===== config.mk =====
export PLATFORM = sky130hd
export DESIGN_NAME = hse_front
export DESIGN_NICKNAME = d
export VERILOG_FILES = /design/src/rtl/core/hse_pkg.sv /design/src/rtl/core/hse_front.sv
export SDC_FILE = /design/constraint.sdc
export NUM_CORES = 1
export LEC_CHECK = 0
export CORE_ASPECT_RATIO = 1.4
export CORE_MARGIN = 5
export CORE_UTILIZATION = 56
export DETAILED_ROUTE_END_ITERATION = 8
export DONT_BUFFER_PORTS = 1
export PLACE_DENSITY = 0.82
export SLEW_MARGIN = 20
export SYNTH_ARGS = -nofsm -noshare
export SYNTH_HDL_FRONTEND = slang
export SYNTH_SLANG_ARGS = --single-unit

===== constraint.sdc =====
create_clock -name aclk -period 2.5 [get_ports aclk]
set_input_delay 0.625 -clock aclk [delete_from_list [all_inputs] [get_ports aclk]]
set_output_delay 0.625 -clock aclk [all_outputs]
set_load 0.005 [all_outputs]

===== src/rtl/core/hse_pkg.sv =====
`timescale 1ns / 1ps
package hse_pkg;

    localparam int FIT_W = 33;
    localparam logic [FIT_W-1:0] FIT_MAX = {FIT_W{1'b1}};

    // Configuration register indexes
    localparam logic [2:0] REG_LOWER   = 3'd0;
    localparam logic [2:0] REG_UPPER   = 3'd1;
    localparam logic [2:0] REG_CONSIDER = 3'd2;
    localparam logic [2:0] REG_ADJUST  = 3'd3;
    localparam logic [2:0] REG_RANGE   = 3'd4;

    // Item as queued between front and back
    typedef struct packed {
        logic        kind;
        logic [15:0] consider_draw;
        logic [15:0] pick_draw;
        logic [15:0] adjust_draw;
        logic [15:0] uniform_draw;
    } item_t;

    // Configuration bundle
    typedef struct packed {
        logic signed [15:0] lower_bound;
        logic signed [15:0] upper_bound;
        logic [15:0]        consider_rate;
        logic [15:0]        pitch_rate;
        logic [14:0]        adjust_range;
    } cfg_t;

    // Back-end sequencer states
    typedef enum logic [3:0] {
        ST_IDLE,
        ST_READ,
        ST_VALUE,
        ST_CLAMP,
        ST_SQUARE,
        ST_ACCUM,
        ST_SCAN,
        ST_COMPARE,
        ST_SHIFT_RD,
        ST_SHIFT_WR,
        ST_PLACE,
        ST_OUT
    } state_t;

endpackage


===== src/rtl/core/hse_front.sv =====
`timescale 1ns / 1ps
module hse_front (
    input  logic           aclk,
    input  logic           aresetn,
    input  logic           s_valid,
    output logic           s_ready,
    input  hse_pkg::item_t in_item,
    output logic           q_valid,
    input  logic           q_ready,
    output hse_pkg::item_t q_item
);
    // Two-entry queue
    hse_pkg::item_t buf_reg [2];
    logic [1:0] count_reg, count_next;
    logic       rd_ptr_reg, wr_ptr_reg;
    logic       push, pop;

    assign s_ready = (count_reg != 2'd2);
    assign q_valid = (count_reg != 2'd0);
    assign q_item  = buf_reg[rd_ptr_reg];
    assign push    = s_valid && s_ready;
    assign pop     = q_valid && q_ready;

    always_comb begin
        count_next = count_reg;
        if (push && !pop) begin
            count_next = count_reg + 2'd1;
        end else if (pop && !push) begin
            count_next = count_reg - 2'd1;
        end
    end

    always_ff @(posedge aclk) begin
        if (!aresetn) begin
            count_reg  <= 2'd0;
            rd_ptr_reg <= 1'b0;
            wr_ptr_reg <= 1'b0;
        end else begin
            count_reg <= count_next;
            if (push) begin
                wr_ptr_reg <= ~wr_ptr_reg;
            end
            if (pop) begin
                rd_ptr_reg <= ~rd_ptr_reg;
            end
        end
    end

    always_ff @(posedge aclk) begin
        if (push) begin
            buf_reg[wr_ptr_reg] <= in_item;
        end
    end
endmodule


# --- Yosys cells after proc, flatten, opt, wreduce, memory -nomap -nowiden ---
# Memories as Yosys holds them, arrays and structs flattened. A register that Yosys moved wholly into a read port is not among the register bits.
# Cells that the tools add are included.
classes:
  eq_ne: 1
  reduce_logical: 8
  addsub: 2
  mux: 6
  n_bitwise: 2
ops:
  columns: ["cell", "count"]
  rows:
  - ["$logic_and A1 B1 Y1", 4]
  - ["$mux W1", 4]
  - ["$mux W2", 2]
  - ["$reduce_bool A2 Y1", 2]
  - ["$add A2 B1 Y2 const B", 1]
  - ["$logic_not A1 Y1", 2]
  - ["$ne A2 B2 Y1 const B", 1]
  - ["$not A1 Y1", 2]
  - ["$sub A2 B1 Y2 const B", 1]
word_totals:
  register_bits: 4
  memories: 1
  ramBits: 130
  output_inout_bits: 67
memory_table:
  columns: ["memory", "depth", "word_bits", "rd", "rd_clocked_by_memory_dff", "write_ports", "line_no", "rtl"]
  rows:
  - ["buf_reg", 2, 65, 1, 1, 1, "hse_front.sv:13", "hse_pkg::item_t buf_reg [2];"]

# --- Depth between registers and ports, before layout ---
logic_depth:
  depth_word: 6
  mapped_depth: 6
  depth_no_buf: 6

# --- Worst setup path before layout ---
# No wires, ideal clock.
synth_timing:
  kind: "input to register"
  start: "in s_valid"
  end: "mem buf_reg[1][0] (netlist bit), enable pin"
  t_arrival_ns: 2.202
  cell_stages: 1
  setup_slack_ns: -0.132
  n_path_buf: 0
  t_required_ns: 2.070
  setup_time_ns: 0.430
  path_cell_list: "and3_1"
synth_between:
  elab_chain_cells: 3
synth_lines:
  columns: ["element", "line_no", "rtl"]
  rows:
  - ["start: declaration", "hse_front.sv:5", "input logic s_valid,"]
  - ["$logic_and A1 B1 Y1", "hse_front.sv:21", "assign push = s_valid && s_ready;"]
  - ["$mux W1", "hse_front.sv:50", "if (push) begin"]
  - ["$mux W1 (implied by the code)", "hse_front.sv:51", "buf_reg[wr_ptr_reg] <= in_item;"]
  - ["end: declaration", "hse_front.sv:13", null]
# No other way between the ends.

==> metrics.txt <==
TritonCTS clock tree=done; outcome=completed; WP buf/inv=1; fin util=65.1%; vias=2036; # diodes=0; FF+latch count, synth=135; nets=314; VDD IR-drop max=0.751 mV; Root Buffer=clkbuf_16; Warnings, synthesis=0; IO buf count=0; DRT Pass-1 Iters=5; startpoint types=flip-flop; total CTS buffers=17; Syn Nets=296; Final Max Tran Viols=0; Lkg Pwr=1.85 nW; f_max=463 MHz; RSZ-0062 raised after global routing=no; Worst Path Required=1880 ps; DR DRC count=0; Max-slew headroom=68.0%; initial antenna violation count=0; library cells used by synthesis=20; initial core utilization=57.2%; CP Cell Sequence=buf_4 > mux2_2; CTS clk-pin slew, worst paths=50 ps; first-pass GRT wire length=12000 um; Routed Antenna Nets=0; Area Overhead vs Synth=13.7%; initial DRC count=141; Site Rows=40; CP Capture Type=output pin; drt total wl=8190 um; clock sinks=135; Post-Syn Instances=226; gr ovfl total=0; critical path type=reg -> out; slowest CP cell=mux2_2; post_cts resized=0; gr usage total=16.0%; Worst EP arrival=1530 ps; Final min period=2160 ps; Post-CTS Setup Bufs=0; CTS Buffer Depth=2; per-cell routed wire length=22.6 um; final setup fails=0; Worst-Margin Slew=480 ps; reg2reg setup slack=920 ps; Core Footprint=0.00861 sq mm; Worst path max stage delay=420 ps; Clock Skew=6.54 ps; Die ar.=0.0108 sq mm; placed insts=330; Die X=89.3 um; largest net degree at the start of global routing=36; max FFs per register=130; final hold vios=0; clk_lat worst skew=400 ps; RePlAce Congestion=0.693; period utilization=86.3%; Pwr Density=1100 mW/mm^2; post-synthesis sequential area ratio=81.3%; drt via density=5.62; mean post-synth cell area=21.8 sq um; non-filler cells, final=362; max cap viols=0; Hold Buf Count CTS=0; Post-Syn Area=0.00493 sq mm; Die Height=121 um; share of cells above drive strength 1=39.7%; Clock H-tree levels=4; vias in the first global route=2207; setup TNS=0 ps; # IOs=136; Post-DP HPWL=5580 um; Worst Path Max Fanout=34; CP delay by family, top=multiplexers; Min-Delay Path Class=in -> reg
cells by family after synthesis:
| kind of cell | count (synthesis) | share of synthesized area (%) |
|---|---|---|
| mux | 65 | 14.9 |
| xor+xnor | 3 | 0.533 |
| compound gates | 5 | 0.711 |
| flops | 135 | 81.3 |
| buf+inv | 8 | 1.04 |
| simple gates | 9 | 1.32 |
| fa+ha+maj | 1 | 0.254 |
routing by layer:
layer / wire (um) / track usage, %
met5: 0 / 0
met4: 288 / 10.1
met1: 2500 / 14.3
met2: 4640 / 27.4
met3: 765 / 8.15
layout by cell type, fill, tap and decap left out:
| master | n |
|---|---|
| a21bo_2 | 1 |
| clkinv_2 | 5 |
| o21ai_1 | 1 |
| edfxtp_1 | 130 |
| xnor2_1 | 2 |
| and3_2 | 1 |
| or2_2 | 1 |
| nand3b_1 | 1 |
| buf_4 | 6 |
| nand2b_4 | 1 |
| clkbuf_16 | 17 |
| xor2_1 | 1 |
| a21boi_0 | 1 |
| mux2_2 | 65 |
| dfxtp_1 | 4 |
| clkinvlp_4 | 1 |
| clkbuf_1 | 1 |
| o21ai_0 | 1 |
| a21boi_1 | 1 |
| and2_1 | 4 |
| bufinv_16 | 2 |
| clkinv_1 | 6 |
| or3_1 | 1 |
| dfxtp_2 | 1 |
| ha_1 | 1 |
| inv_2 | 1 |
synth_stat cells:
library cell / number / area (sq um)
ha_1: 1 / 12.5
a21boi_0: 1 / 7.51
and2_1: 4 / 25.0
buf_4: 5 / 37.5
xor2_1: 1 / 8.76
nand3b_1: 1 / 7.51
buf_2: 2 / 10.0
dfxtp_1: 5 / 100
or3_1: 1 / 6.26
o21ai_0: 1 / 5.00
a21bo_2: 1 / 10.0
or2_2: 1 / 6.26
edfxtp_1: 130 / 3900
inv_1: 1 / 3.75
o21ai_1: 1 / 5.00
a21boi_1: 1 / 7.51
mux2_2: 65 / 732
xnor2_1: 2 / 17.5
nand2b_4: 1 / 13.8
and3_1: 1 / 6.26
power by group:
group,leakage [nW],switching (mW),internal (mW),total (mW)
logic,0.330,0.537,0.453,0.990
registers,1.26,0.0822,2.83,2.92
clock network,0.268,0.807,1.43,2.24
stage by stage:
step	power [mW]	setup slack, ps	cell area (sq um)	hold slack, ps
2_1_floorplan	3.77	98.4	4930	512
3_3_place_gp	3.94	746	5060	531
3_5_place_dp	3.97	746	5060	562
4_1_cts	6.24	312	5600	298
5_1_grt	6.44	268	5600	286
6_report	6.14	342	5600	316
path summary, 6_finish.rpt:
kind,cells past startpoint,end,start
worst min register to register,2,count_reg[1]$_SDFFE_PN0P_,count_reg[1]$_SDFFE_PN0P_
worst max-delay path,2,q_item[46],flip-flop
worst max register to register,4,buf_reg[0][56]$_DFFE_PP_,count_reg[0]$_SDFFE_PN0P_
worst min-delay path,0,buf_reg[0][55]$_DFFE_PP_,in_item[55]
final cells by class:
type                            count  area, sq um
Inverter                            1         3.75
Sequential cell                   135         4010
Clock buffer                       18          429
Multi-Input combinational cell     83          872
Tap cell                          105          131
Clock inverter                     14          115
Fill cell                         602         3010
Timing Repair Buffer                6         45.0
worst reg2reg max path: cells and delay by family (launching register included):
kind          cells  cell delay (ps)
buf+inv           2              480
simple gates      2              300
flops             1              420
No activity file was read; power rests on OpenSTA's default activity.
